`config.mk`:
```
export PLATFORM = sky130hd
export DESIGN_NAME = c_string_literal_unescaper
export DESIGN_NICKNAME = d
export VERILOG_FILES = /design/src/csu_pkg.sv /design/src/csu_front.sv /design/src/csu_queue.sv /design/src/csu_back.sv /design/src/c_string_literal_unescaper.sv
export SDC_FILE = /design/constraint.sdc
export NUM_CORES = 1
export LEC_CHECK = 0
export BUFFER_PORTS_ARGS = -buffer_cell sky130_fd_sc_hd__buf_2
export CAP_MARGIN = 20
export CORE_AREA = 2 2 161 242
export DETAILED_ROUTE_END_ITERATION = 7
export DIE_AREA = 0 0 163 244
export GPL_TIMING_DRIVEN = 1
export PLACE_DENSITY = 0.44
export SYNTH_ARGS = -nofsm -noshare
export SYNTH_HDL_FRONTEND = slang
export SYNTH_HIERARCHICAL = 1
export SYNTH_SLANG_ARGS = --single-unit
```
`constraint.sdc`:
```
create_clock -name clk_i -period 7 [get_ports clk_i]
set_input_delay 0.7 -clock clk_i [delete_from_list [all_inputs] [get_ports clk_i]]
set_output_delay 0.7 -clock clk_i [all_outputs]
set_load 0.01 [all_outputs]
```
`src/csu_pkg.sv`:
```
// Shared types, constants and decode helpers of the C string literal unescaper.
// Used by csu_front, csu_queue, csu_back and c_string_literal_unescaper.
// Depends on nothing.
`default_nettype none

package csu_pkg;

  // Decoder phase codes
  localparam logic [2:0] PH_SEEK = 3'd0;
  localparam logic [2:0] PH_BODY = 3'd1;
  localparam logic [2:0] PH_ESC  = 3'd2;
  localparam logic [2:0] PH_HEX1 = 3'd3;
  localparam logic [2:0] PH_HEX2 = 3'd4;
  localparam logic [2:0] PH_OCT2 = 3'd5;
  localparam logic [2:0] PH_OCT3 = 3'd6;
  localparam logic [2:0] PH_DONE = 3'd7;

  // Warning codes
  localparam logic [2:0] W_NONE      = 3'd0;
  localparam logic [2:0] W_NO_OPEN   = 3'd1;
  localparam logic [2:0] W_NO_CLOSE  = 3'd2;
  localparam logic [2:0] W_NUL       = 3'd3;
  localparam logic [2:0] W_EMPTY_HEX = 3'd4;
  localparam logic [2:0] W_BIG_OCT   = 3'd5;
  localparam logic [2:0] W_UNKNOWN   = 3'd6;
  localparam logic [2:0] W_LENGTH    = 3'd7;

  // Character codes
  localparam logic [7:0] CH_NUL   = 8'h00;
  localparam logic [7:0] CH_NL    = 8'h0A;
  localparam logic [7:0] CH_QUOTE = 8'h22;
  localparam logic [7:0] CH_APOS  = 8'h27;
  localparam logic [7:0] CH_QMARK = 8'h3F;
  localparam logic [7:0] CH_BSL   = 8'h5C;
  localparam logic [7:0] CH_LC_A  = 8'h61;
  localparam logic [7:0] CH_LC_B  = 8'h62;
  localparam logic [7:0] CH_LC_F  = 8'h66;
  localparam logic [7:0] CH_LC_N  = 8'h6E;
  localparam logic [7:0] CH_LC_R  = 8'h72;
  localparam logic [7:0] CH_LC_T  = 8'h74;
  localparam logic [7:0] CH_LC_V  = 8'h76;
  localparam logic [7:0] CH_LC_X  = 8'h78;
  localparam logic [7:0] CH_CASE  = 8'h20;

  // Reset value of the size register and default queue depth
  localparam logic [7:0] MAX_CHARS_RST = 8'd64;
  localparam int unsigned QDEPTH_DEF = 4;

  // One result item
  typedef struct packed {
    logic       has_char;
    logic [7:0] out_char;
    logic       eos;
    logic [2:0] warn;
  } res_t;

  // One queue entry: the results of one input item (one or two)
  typedef struct packed {
    logic two;
    res_t r0;
    res_t r1;
  } entry_t;

  typedef struct packed {
    logic       ok;
    logic [3:0] val;
  } hex_t;

  typedef struct packed {
    logic       emit;
    res_t       res;
    logic [2:0] ph;
    logic       inc;
  } body_t;

  typedef struct packed {
    res_t       res;
    logic [2:0] ph;
    logic       inc;
  } code_t;

  function automatic res_t mk_res(input logic has, input logic [7:0] ch,
                                  input logic eos, input logic [2:0] warn);
    res_t r;
    r.has_char = has;
    r.out_char = ch;
    r.eos      = eos;
    r.warn     = warn;
    return r;
  endfunction

  function automatic hex_t hexval(input logic [7:0] c);
    hex_t h;
    h.ok  = 1'b1;
    h.val = 4'd0;
    if (c inside {[8'h30:8'h39]}) h.val = c[3:0];
    else if (c inside {[8'h61:8'h66], [8'h41:8'h46]}) h.val = c[3:0] + 4'd9;
    else h.ok = 1'b0;
    return h;
  endfunction

  // Ordinary byte inside the literal
  function automatic body_t body_f(input logic [7:0] c, input logic [7:0] oc,
                                   input logic [7:0] lim);
    body_t b;
    b.emit = 1'b1;
    b.inc  = 1'b0;
    b.ph   = PH_DONE;
    b.res  = mk_res(1'b0, 8'd0, 1'b1, W_NONE);
    if (oc >= lim) begin
      b.res.warn = (c == CH_QUOTE) ? W_NONE : W_LENGTH;
    end else if (c == CH_NUL || c == CH_NL) begin
      b.res.warn = W_NO_CLOSE;
    end else if (c == CH_QUOTE) begin
      b.res.warn = W_NONE;
    end else if (c == CH_BSL) begin
      b.emit = 1'b0;
      b.ph   = PH_ESC;
    end else begin
      b.inc = 1'b1;
      b.ph  = PH_BODY;
      b.res = mk_res(1'b1, c, 1'b0, W_NONE);
    end
    return b;
  endfunction

  // Finished hex or octal code
  function automatic code_t code_f(input logic [8:0] v);
    code_t k;
    k.inc = 1'b1;
    k.ph  = PH_BODY;
    k.res = mk_res(1'b1, v[7:0], 1'b0, W_NONE);
    if (v[8]) begin
      k.inc = 1'b0;
      k.res = mk_res(1'b0, 8'd0, 1'b0, W_BIG_OCT);
    end else if (v == 9'd0) begin
      k.ph  = PH_DONE;
      k.res = mk_res(1'b1, 8'd0, 1'b1, W_NUL);
    end
    return k;
  endfunction

endpackage

`default_nettype wire

```
`src/csu_front.sv`:
```
// Front part: takes input bytes, runs the escape decoder and builds queue entries.
// Holds the size register and the decoder state. Depends on csu_pkg.
`default_nettype none

module csu_front (
  input  wire logic            clk_i,
  input  wire logic            rst_ni,
  input  wire logic            cfg_valid_i,
  input  wire logic [7:0]      cfg_data_i,
  input  wire logic            in_valid_i,
  input  wire logic            begin_req_i,
  input  wire logic [7:0]      in_char_i,
  input  wire logic            q_full_i,
  output logic                 in_ready_o,
  output logic                 push_o,
  output csu_pkg::entry_t      push_data_o
);

  logic [7:0] max_q;
  logic [2:0] phase_q, phase_d;
  logic [7:0] oc_q, oc_d;
  logic [8:0] cv_q, cv_d;

  logic            acc;
  logic [7:0]      lim;
  logic [2:0]      ph;
  logic [7:0]      oc, oc1;
  logic [8:0]      cv;
  logic            e0, e1;
  csu_pkg::res_t   r0, r1;
  csu_pkg::hex_t   hx;
  csu_pkg::body_t  bd;
  csu_pkg::code_t  kd;
  logic [7:0]      esc_ch;
  logic [2:0]      esc_w;
  logic            esc_simple;
  logic            odig;

  assign in_ready_o = !q_full_i;
  assign acc        = in_valid_i && in_ready_o;
  assign lim        = (max_q == 8'd0) ? 8'd0 : max_q - 8'd1;

  // Size register
  always_ff @(posedge clk_i or negedge rst_ni) begin
    if (!rst_ni) begin
      max_q <= csu_pkg::MAX_CHARS_RST;
    end else if (cfg_valid_i) begin
      max_q <= cfg_data_i;
    end
  end

  // Decoder step
  always_comb begin
    ph      = begin_req_i ? csu_pkg::PH_SEEK : phase_q;
    oc      = begin_req_i ? 8'd0 : oc_q;
    cv      = begin_req_i ? 9'd0 : cv_q;
    phase_d = ph;
    oc_d    = oc;
    cv_d    = cv;
    oc1     = oc;
    e0      = 1'b0;
    e1      = 1'b0;
    r0      = '0;
    r1      = '0;
    hx      = csu_pkg::hexval(in_char_i);
    bd      = '0;
    kd      = '0;
    esc_ch  = in_char_i;
    esc_w   = csu_pkg::W_NONE;
    esc_simple = 1'b1;
    odig    = in_char_i inside {[8'h30:8'h37]};
    case (ph)
      csu_pkg::PH_SEEK: begin
        if (in_char_i == csu_pkg::CH_QUOTE) begin
          phase_d = csu_pkg::PH_BODY;
        end else if (in_char_i == csu_pkg::CH_NUL || in_char_i == csu_pkg::CH_NL) begin
          phase_d = csu_pkg::PH_DONE;
          e0      = 1'b1;
          r0      = csu_pkg::mk_res(1'b0, 8'd0, 1'b0, csu_pkg::W_NO_OPEN);
        end
      end
      csu_pkg::PH_BODY: begin
        bd      = csu_pkg::body_f(in_char_i, oc, lim);
        e0      = bd.emit;
        r0      = bd.res;
        phase_d = bd.ph;
        oc_d    = oc + {7'd0, bd.inc};
      end
      csu_pkg::PH_ESC: begin
        if (in_char_i == csu_pkg::CH_NUL || in_char_i == csu_pkg::CH_NL) begin
          phase_d = csu_pkg::PH_DONE;
          e0      = 1'b1;
          r0      = csu_pkg::mk_res(1'b0, 8'd0, 1'b1, csu_pkg::W_NO_CLOSE);
        end else begin
          case (in_char_i | csu_pkg::CH_CASE)
            csu_pkg::CH_LC_A: esc_ch = 8'd7;
            csu_pkg::CH_LC_B: esc_ch = 8'd8;
            csu_pkg::CH_LC_F: esc_ch = 8'd12;
            csu_pkg::CH_LC_N: esc_ch = 8'd10;
            csu_pkg::CH_LC_R: esc_ch = 8'd13;
            csu_pkg::CH_LC_T: esc_ch = 8'd9;
            csu_pkg::CH_LC_V: esc_ch = 8'd11;
            csu_pkg::CH_LC_X: begin
              esc_simple = 1'b0;
              phase_d    = csu_pkg::PH_HEX1;
              cv_d       = 9'd0;
            end
            default: begin
              if (odig) begin
                esc_simple = 1'b0;
                cv_d       = {6'd0, in_char_i[2:0]};
                phase_d    = csu_pkg::PH_OCT2;
              end else if (!(in_char_i inside {csu_pkg::CH_BSL, csu_pkg::CH_QMARK,
                                               csu_pkg::CH_APOS, csu_pkg::CH_QUOTE})) begin
                esc_w = csu_pkg::W_UNKNOWN;
              end
            end
          endcase
          if (esc_simple) begin
            e0      = 1'b1;
            r0      = csu_pkg::mk_res(1'b1, esc_ch, 1'b0, esc_w);
            oc_d    = oc + 8'd1;
            phase_d = csu_pkg::PH_BODY;
          end
        end
      end
      csu_pkg::PH_HEX1: begin
        if (!hx.ok) begin
          phase_d = csu_pkg::PH_DONE;
          e0      = 1'b1;
          r0      = csu_pkg::mk_res(1'b0, 8'd0, 1'b1, csu_pkg::W_EMPTY_HEX);
        end else begin
          cv_d    = {5'd0, hx.val};
          phase_d = csu_pkg::PH_HEX2;
        end
      end
      csu_pkg::PH_HEX2, csu_pkg::PH_OCT2, csu_pkg::PH_OCT3: begin
        if (ph == csu_pkg::PH_HEX2 && hx.ok) begin
          kd      = csu_pkg::code_f({1'b0, cv[3:0], hx.val});
          e0      = 1'b1;
          r0      = kd.res;
          phase_d = kd.ph;
          oc_d    = oc + {7'd0, kd.inc};
          cv_d    = 9'd0;
        end else if (ph == csu_pkg::PH_OCT2 && odig) begin
          cv_d    = {cv[5:0], in_char_i[2:0]};
          phase_d = csu_pkg::PH_OCT3;
        end else if (ph == csu_pkg::PH_OCT3 && odig) begin
          kd      = csu_pkg::code_f({cv[5:0], in_char_i[2:0]});
          e0      = 1'b1;
          r0      = kd.res;
          phase_d = kd.ph;
          oc_d    = oc + {7'd0, kd.inc};
          cv_d    = 9'd0;
        end else begin
          // code ended early: emit it, then, unless it was NUL, decode this byte as ordinary text
          kd      = csu_pkg::code_f(cv);
          e0      = 1'b1;
          r0      = kd.res;
          cv_d    = 9'd0;
          oc1     = oc + {7'd0, kd.inc};
          oc_d    = oc1;
          phase_d = kd.ph;
          if (kd.ph == csu_pkg::PH_BODY) begin
            bd      = csu_pkg::body_f(in_char_i, oc1, lim);
            e1      = bd.emit;
            r1      = bd.res;
            phase_d = bd.ph;
            oc_d    = oc1 + {7'd0, bd.inc};
          end
        end
      end
      default: ;
    endcase
  end

  // Decoder state
  always_ff @(posedge clk_i or negedge rst_ni) begin
    if (!rst_ni) begin
      phase_q <= csu_pkg::PH_SEEK;
      oc_q    <= 8'd0;
      cv_q    <= 9'd0;
    end else if (acc) begin
      phase_q <= phase_d;
      oc_q    <= oc_d;
      cv_q    <= cv_d;
    end
  end

  assign push_o          = acc && e0;
  assign push_data_o.two = e1;
  assign push_data_o.r0  = r0;
  assign push_data_o.r1  = r1;

endmodule

`default_nettype wire

```
`src/csu_queue.sv`:
```
// Short queue of decoded entries between the front and back parts.
// Flip-flop storage, one push and one pop per cycle. Depends on csu_pkg.
`default_nettype none

module csu_queue #(
  parameter int unsigned Depth = csu_pkg::QDEPTH_DEF
) (
  input  wire logic            clk_i,
  input  wire logic            rst_ni,
  input  wire logic            push_i,
  input  wire csu_pkg::entry_t push_data_i,
  input  wire logic            pop_i,
  output csu_pkg::entry_t      head_o,
  output logic                 empty_o,
  output logic                 full_o
);

  localparam int unsigned PtrW = (Depth > 1) ? $clog2(Depth) : 1;
  localparam int unsigned CntW = $clog2(Depth + 1);
  localparam logic [PtrW-1:0] PtrLast = PtrW'(Depth - 1);
  localparam logic [CntW-1:0] CntFull = CntW'(Depth);

  csu_pkg::entry_t mem_q [Depth];
  logic [PtrW-1:0] wr_q, rd_q;
  logic [CntW-1:0] cnt_q, cnt_d;

  assign empty_o = (cnt_q == '0);
  assign full_o  = (cnt_q == CntFull);
  assign head_o  = mem_q[rd_q];

  // Entry storage
  always_ff @(posedge clk_i) begin
    if (push_i) begin
      mem_q[wr_q] <= push_data_i;
    end
  end

  // Occupancy count
  always_comb begin
    cnt_d = cnt_q;
    if (push_i && !pop_i) cnt_d = cnt_q + CntW'(1);
    else if (!push_i && pop_i) cnt_d = cnt_q - CntW'(1);
  end

  // Pointers
  always_ff @(posedge clk_i or negedge rst_ni) begin
    if (!rst_ni) begin
      wr_q  <= '0;
      rd_q  <= '0;
      cnt_q <= '0;
    end else begin
      cnt_q <= cnt_d;
      if (push_i) wr_q <= (wr_q == PtrLast) ? '0 : wr_q + PtrW'(1);
      if (pop_i)  rd_q <= (rd_q == PtrLast) ? '0 : rd_q + PtrW'(1);
    end
  end

  a_no_push_full: assert property (@(posedge clk_i) disable iff (!rst_ni)
    push_i |-> (!full_o || pop_i))
    else $error("queue written while full");

  a_no_pop_empty: assert property (@(posedge clk_i) disable iff (!rst_ni)
    pop_i |-> !empty_o)
    else $error("queue read while empty");

  a_cnt_range: assert property (@(posedge clk_i) disable iff (!rst_ni)
    cnt_q <= CntFull)
    else $error("queue count out of range");

  a_cnt_track: assert property (@(posedge clk_i) disable iff (!rst_ni)
    (push_i && !pop_i) |=> !empty_o)
    else $error("queue lost a written entry");

endmodule

`default_nettype wire

```
`src/csu_back.sv`:
```
// Back part: unpacks queue entries into single result items on the output stream.
// Holds the output register. Depends on csu_pkg.
`default_nettype none

module csu_back (
  input  wire logic            clk_i,
  input  wire logic            rst_ni,
  input  wire csu_pkg::entry_t head_i,
  input  wire logic            empty_i,
  output logic                 pop_o,
  output logic                 out_valid_o,
  input  wire logic            out_ready_i,
  output logic [7:0]           out_char_o,
  output logic [4:0]           out_user_o,
  output logic                 out_last_o
);

  logic          vld_q;
  logic          sel_q, sel_d;
  csu_pkg::res_t res_q, res_d;
  logic          last_q, last_d;
  logic          load;

  assign load = (!vld_q || out_ready_i) && !empty_i;

  // Pick the next result of the head entry
  always_comb begin
    sel_d  = sel_q;
    pop_o  = 1'b0;
    res_d  = head_i.r0;
    last_d = 1'b1;
    if (load) begin
      if (head_i.two && !sel_q) begin
        last_d = 1'b0;
        sel_d  = 1'b1;
      end else begin
        res_d = sel_q ? head_i.r1 : head_i.r0;
        pop_o = 1'b1;
        sel_d = 1'b0;
      end
    end
  end

  // Control of the output register
  always_ff @(posedge clk_i or negedge rst_ni) begin
    if (!rst_ni) begin
      vld_q <= 1'b0;
      sel_q <= 1'b0;
    end else begin
      sel_q <= sel_d;
      if (load) vld_q <= 1'b1;
      else if (out_ready_i) vld_q <= 1'b0;
    end
  end

  // Output payload
  always_ff @(posedge clk_i) begin
    if (load) begin
      res_q  <= res_d;
      last_q <= last_d;
    end
  end

  assign out_valid_o = vld_q;
  assign out_char_o  = res_q.out_char;
  assign out_user_o  = {res_q.warn, res_q.eos, res_q.has_char};
  assign out_last_o  = last_q;

  a_no_char_zero: assert property (@(posedge clk_i) disable iff (!rst_ni)
    (vld_q && !res_q.has_char) |-> (res_q.out_char == 8'd0))
    else $error("result without a byte carries nonzero data");

  a_first_not_last: assert property (@(posedge clk_i) disable iff (!rst_ni)
    (load && !pop_o) |=> (vld_q && !last_q))
    else $error("first of two results marked last");

  a_sel_only_two: assert property (@(posedge clk_i) disable iff (!rst_ni)
    (sel_q && !empty_i) |-> head_i.two)
    else $error("second result selected on a single-result entry");

endmodule

`default_nettype wire

```
`src/c_string_literal_unescaper.sv`:
```
// Top level of the C string literal unescaper: front decoder, entry queue, output stage.
// Depends on csu_pkg, csu_front, csu_queue and csu_back.
//
//  channel | dir | handshake                  | payload
//  --------+-----+----------------------------+----------------------------------------------
//  s_axis  | in  | s_axis_tvalid/tready       | tdata[7:0] in_char; tuser[0] begin_req
//  m_axis  | out | m_axis_tvalid/tready       | tdata[7:0] out_char; tuser has_char, eos,
//          |     |                            | warning_code[2:0]; tlast last
//  cfg     | in  | cfg_valid_i/cfg_ready_o    | cfg_data_i[7:0] max_chars
//
// One input byte is taken every cycle while the queue has room; the decoder step is combinational.
// Results leave one per cycle from the output register while m_axis_tready is high, so a
// byte that yields two results holds the output for both in turn; the queue (QDepth entries)
// absorbs such bursts. An item's results pass through the entry queue and then the output
// register before they appear on m_axis.
// Reset clears the decoder state and sets max_chars to 64; no clearing pass is needed.
// A stall on the output fills the queue, then drops s_axis_tready.
`default_nettype none

module c_string_literal_unescaper #(
  parameter int unsigned QDepth = csu_pkg::QDEPTH_DEF
) (
  input  wire logic       clk_i,
  input  wire logic       rst_ni,
  input  wire logic       cfg_valid_i,
  output logic            cfg_ready_o,
  input  wire logic [7:0] cfg_data_i,
  input  wire logic       s_axis_tvalid,
  output logic            s_axis_tready,
  input  wire logic [7:0] s_axis_tdata,   // [7:0] in_char
  input  wire logic [0:0] s_axis_tuser,   // [0] begin_req
  output logic            m_axis_tvalid,
  input  wire logic       m_axis_tready,
  output logic [7:0]      m_axis_tdata,   // [7:0] out_char
  output logic [4:0]      m_axis_tuser,   // [0] has_char, [1] end_of_string, [4:2] warning_code
  output logic            m_axis_tlast
);

  logic            push, pop, q_empty, q_full;
  csu_pkg::entry_t push_data, head;

  assign cfg_ready_o = 1'b1;

  csu_front u_front (
    .clk_i       (clk_i),
    .rst_ni      (rst_ni),
    .cfg_valid_i (cfg_valid_i),
    .cfg_data_i  (cfg_data_i),
    .in_valid_i  (s_axis_tvalid),
    .begin_req_i (s_axis_tuser[0]),
    .in_char_i   (s_axis_tdata),
    .q_full_i    (q_full),
    .in_ready_o  (s_axis_tready),
    .push_o      (push),
    .push_data_o (push_data)
  );

  csu_queue #(
    .Depth (QDepth)
  ) u_queue (
    .clk_i       (clk_i),
    .rst_ni      (rst_ni),
    .push_i      (push),
    .push_data_i (push_data),
    .pop_i       (pop),
    .head_o      (head),
    .empty_o     (q_empty),
    .full_o      (q_full)
  );

  csu_back u_back (
    .clk_i       (clk_i),
    .rst_ni      (rst_ni),
    .head_i      (head),
    .empty_i     (q_empty),
    .pop_o       (pop),
    .out_valid_o (m_axis_tvalid),
    .out_ready_i (m_axis_tready),
    .out_char_o  (m_axis_tdata),
    .out_user_o  (m_axis_tuser),
    .out_last_o  (m_axis_tlast)
  );

endmodule

`default_nettype wire
```
==> impl_metrics.tcl <==
set metrics [dict create \
    final-hold-violation-count 0 \
    start_util 0.247 \
    clock_skew_ps 16.9 \
    post-route-drc-count 0 \
    setup_viol 0 \
    worstPathRequired_ps 7300 \
    arrival_ps 5050 \
    row_count 87 \
    grt_usage 0.142 \
    synth-edff-count 122 \
    cts_sinks 159 \
    cp_slowest_cell "nor2_1" \
    drtIter0Drc 469 \
    cts_setup_buffers 0 \
    grt_pass1_vias 6988 \
    power_density_mw_per_mm2 327 \
    ios 39 \
    layout.nets 880 \
    postSynthCellCount 797 \
    clk_latency_ps 440 \
    yosysMostFrequentCell "edfxtp_1" \
    ys_top_cells_by_area "edfxtp_1, dfrtp_1, mux4_2" \
    core_area_mm2 0.0376 \
    synth_cell_types 88 \
    tns_ps 0 \
    period_share 0.678 \
    fill_cells 3856 \
    synth-warning-count 6 \
    dpl_worst_slack_ps 1880 \
    viasPerCell 5.04 \
    rr_worst_depth 21 \
    syn2layout_area_growth_pct 13.3 \
    worstMarginPinSlew_ps 956 \
    cts_resized 0 \
    critPathCaptureType "register" \
    fmax_mhz 211 \
    cts_max_level 4 \
    grt_antenna_before_repair 0 \
    max_cap_violations 0 \
    ys.flop_type "edfxtp_1" \
    grt_max_degree 38 \
    timing.hold.ws_ps 130 \
    vias 6655 \
    dieArea_mm2 0.0398 \
    port_buffers 37 \
    dp_hpwl_um 19900 \
    wl_um 27600 \
    finalMaxSlewViolations 0 \
    grt-ovfl-total 0 \
    grt_pass1_wl_um 42200 \
    synth_top_cell_area_share 0.394 \
    worst-path-buf-inv 4 \
    cpMostUsedCell "ha_1" \
    synth-seq-cells 159 \
    rr_endpoint "u_front/oc_q[6]$_DFFE_PN0P_" \
    yosysTopAreaCell "edfxtp_1" \
    seq_area_frac_synth 0.494 \
    die_height_um 244 \
    clk_pin_slew_worst_paths_ps 70 \
    cp_top_family "adder cells" \
    synth.net_count 856 \
    die_w_um 163 \
    crit_chain "buf_2 > nor2_1 > ha_1 > ha_1 > nand3_1 > mux2i_1 > inv_1 > ha_1 > a21o_1 > a211oi_1 > o21ai_0 > a21oi_1 > buf_4 > and2_1 > ha_1 > ha_1 > inv_1 > a311o_1 > nor2b_1 > nand2_1 > xnor2_1 > o2111ai_1 > nand4_1" \
    worstSetupPathType "in -> reg" \
    startpoint_type "input pin" \
    post-route-min-period_ps 4750 \
    cts-root-buf "clkbuf_16" \
    gp_congestion 0.920 \
    wl_per_cell_um 20.9 \
    cts_inserted_buffers 17 \
    synth_area_mm2 0.00929 \
    cts_hold_buf 0 \
    peakVddDrop_mv 0.160 \
    synthTopCellsByCount "edfxtp_1, nand2_1, nor2_1" \
    detail-route-antenna-nets 0 \
    async_flop_share 0.233 \
    crit_path_max_incr_delay_ps 360 \
    p_leak_nw 3.73 \
    dr.pass1.iters 5 \
    finalWorstSetupSlack_ps 2250 \
    reg2reg_slack_ps 2310 \
    cts_tree "built" \
    regToRegStartpoint "u_front/oc_q[1]$_DFFE_PN0P_" \
    antenna-diode-count 0 \
    layout-drive-gt1-share 0.185 \
    status "complete, no violations" \
    avgSynthCellArea_um2 11.7 \
    hp-class "in -> async" \
    grt_setup_unrepaired "no" \
    relSlewSlack 0.354 \
    clockBufferDepth 2 \
    crit_fanout 10 \
]
-- cells by family after synthesis --
logic type                 after synthesis  synth area share
DFF                                    159             0.494
adders and majority gates               37            0.0506
AOI/OAI and AO/OA                      172             0.126
other                                    1          0.000404
buffers and inverters                   77            0.0388
xor gates and xnor gates                32            0.0302
muxes                                   57             0.101
and+or+nand+nor                        262             0.158
-- worst max-delay path by stage --
stage,from,endpoint,slack (ps),cells after the start
2_1_floorplan,s_axis_tuser,u_front/oc_q[2]$_DFFE_PN0P_,1760,24
3_3_place_gp,s_axis_tuser,u_front/oc_q[6]$_DFFE_PN0P_,1920,23
3_5_place_dp,s_axis_tuser,u_front/oc_q[6]$_DFFE_PN0P_,1880,23
4_1_cts,s_axis_tuser,u_front/oc_q[6]$_DFFE_PN0P_,2290,23
5_1_grt,s_axis_tuser,u_front/oc_q[6]$_DFFE_PN0P_,1790,23
6_report,s_axis_tuser,u_front/oc_q[6]$_DFFE_PN0P_,2250,23
-- cell usage in the layout (no fill, tap or decap), types with 17 or more instances in the layout --
cell	synthesis	routed
edfxtp_1	122	122
mux2_2	22	22
xnor2_1	21	21
nand3_1	25	25
ha_1	36	36
nor2_1	42	42
inv_1	29	29
nor2b_1	17	17
a21oi_1	40	39
nand2_1	60	60
o21ai_0	31	31
dfrtp_1	36	35
and2_1	18	18
mux4_2	26	26
nor3_1	21	21
buf_2	14	37
clkbuf_16	0	17
-- state kept, by name, summed over array words and instances, names as in the netlist --
name                flops
u_back/out_valid_o      1
u_back/out_last_o       1
u_queue/rd_q            2
u_back/sel_q            1
u_front/max_q           8
u_back/out_char_o       8
u_front/oc_q            8
u_front/phase_q         3
u_back/out_user_o       5
u_front/cv_q            9
u_queue/cnt_q           3
u_queue/wr_q            2
u_queue/mem_q         108
-- stage by stage --
stage               cells  cell area [µm²]  total power, mW   util
floorplan             797             9290             2.22      -
detailed placement   1290             9950             2.59  0.265
CTS                  1320            10500             3.50  0.280
global route         1321            10500             3.66  0.280
finish               1321            10500             3.44  0.280
global placement     1290             9950             2.58  0.265
-- metal layers --
layer  wire length, µm  share of wire  global-route usage  vias to the layer above
met5                 0              0                   0                        -
met4              1440          0.052              0.0781                        0
met3               712          0.026              0.0217                       63
met2             14900           0.54               0.263                      176
met1             10600           0.38               0.153                     3327
li1                  -              -                   -                     3089
-- report_power, final --
part           total [mW]  switching [mW]  internal (mW)
sequential           1.37           0.127           1.24
clock               0.893           0.375          0.519
combinational        1.18           0.685          0.494
total                3.44            1.19           2.26
-- worst register-to-register path, cell delays in order, from the launching register on --
cell and delay [ps]:
dfrtp_1 510, nor2b_1 440, ha_1 340, nand3_1 120, mux2i_1 210, inv_1 120, ha_1 330, a21o_1 180
a211oi_1 200, o21ai_0 120, a21oi_1 180, buf_4 190, and2_1 170, ha_1 180, ha_1 140, inv_1 40
a311o_1 300, nor2b_1 180, nand2_1 90, xnor2_1 170, o2111ai_1 220, nand4_1 120
-- area by class of cell --
| type | count | area, µm² | share of cell area |
|---|---|---|---|
| repair buffers | 52 | 310 | 0.0295 |
| multi-input cells | 561 | 4340 | 0.413 |
| clock inverters | 11 | 120 | 0.0114 |
| inverters | 30 | 113 | 0.0107 |
| flip-flops and latches | 159 | 4590 | 0.436 |
| well taps | 489 | 612 | 0.0581 |
| clock buffers | 19 | 433 | 0.0411 |
(Power assumes the default switching activity.)
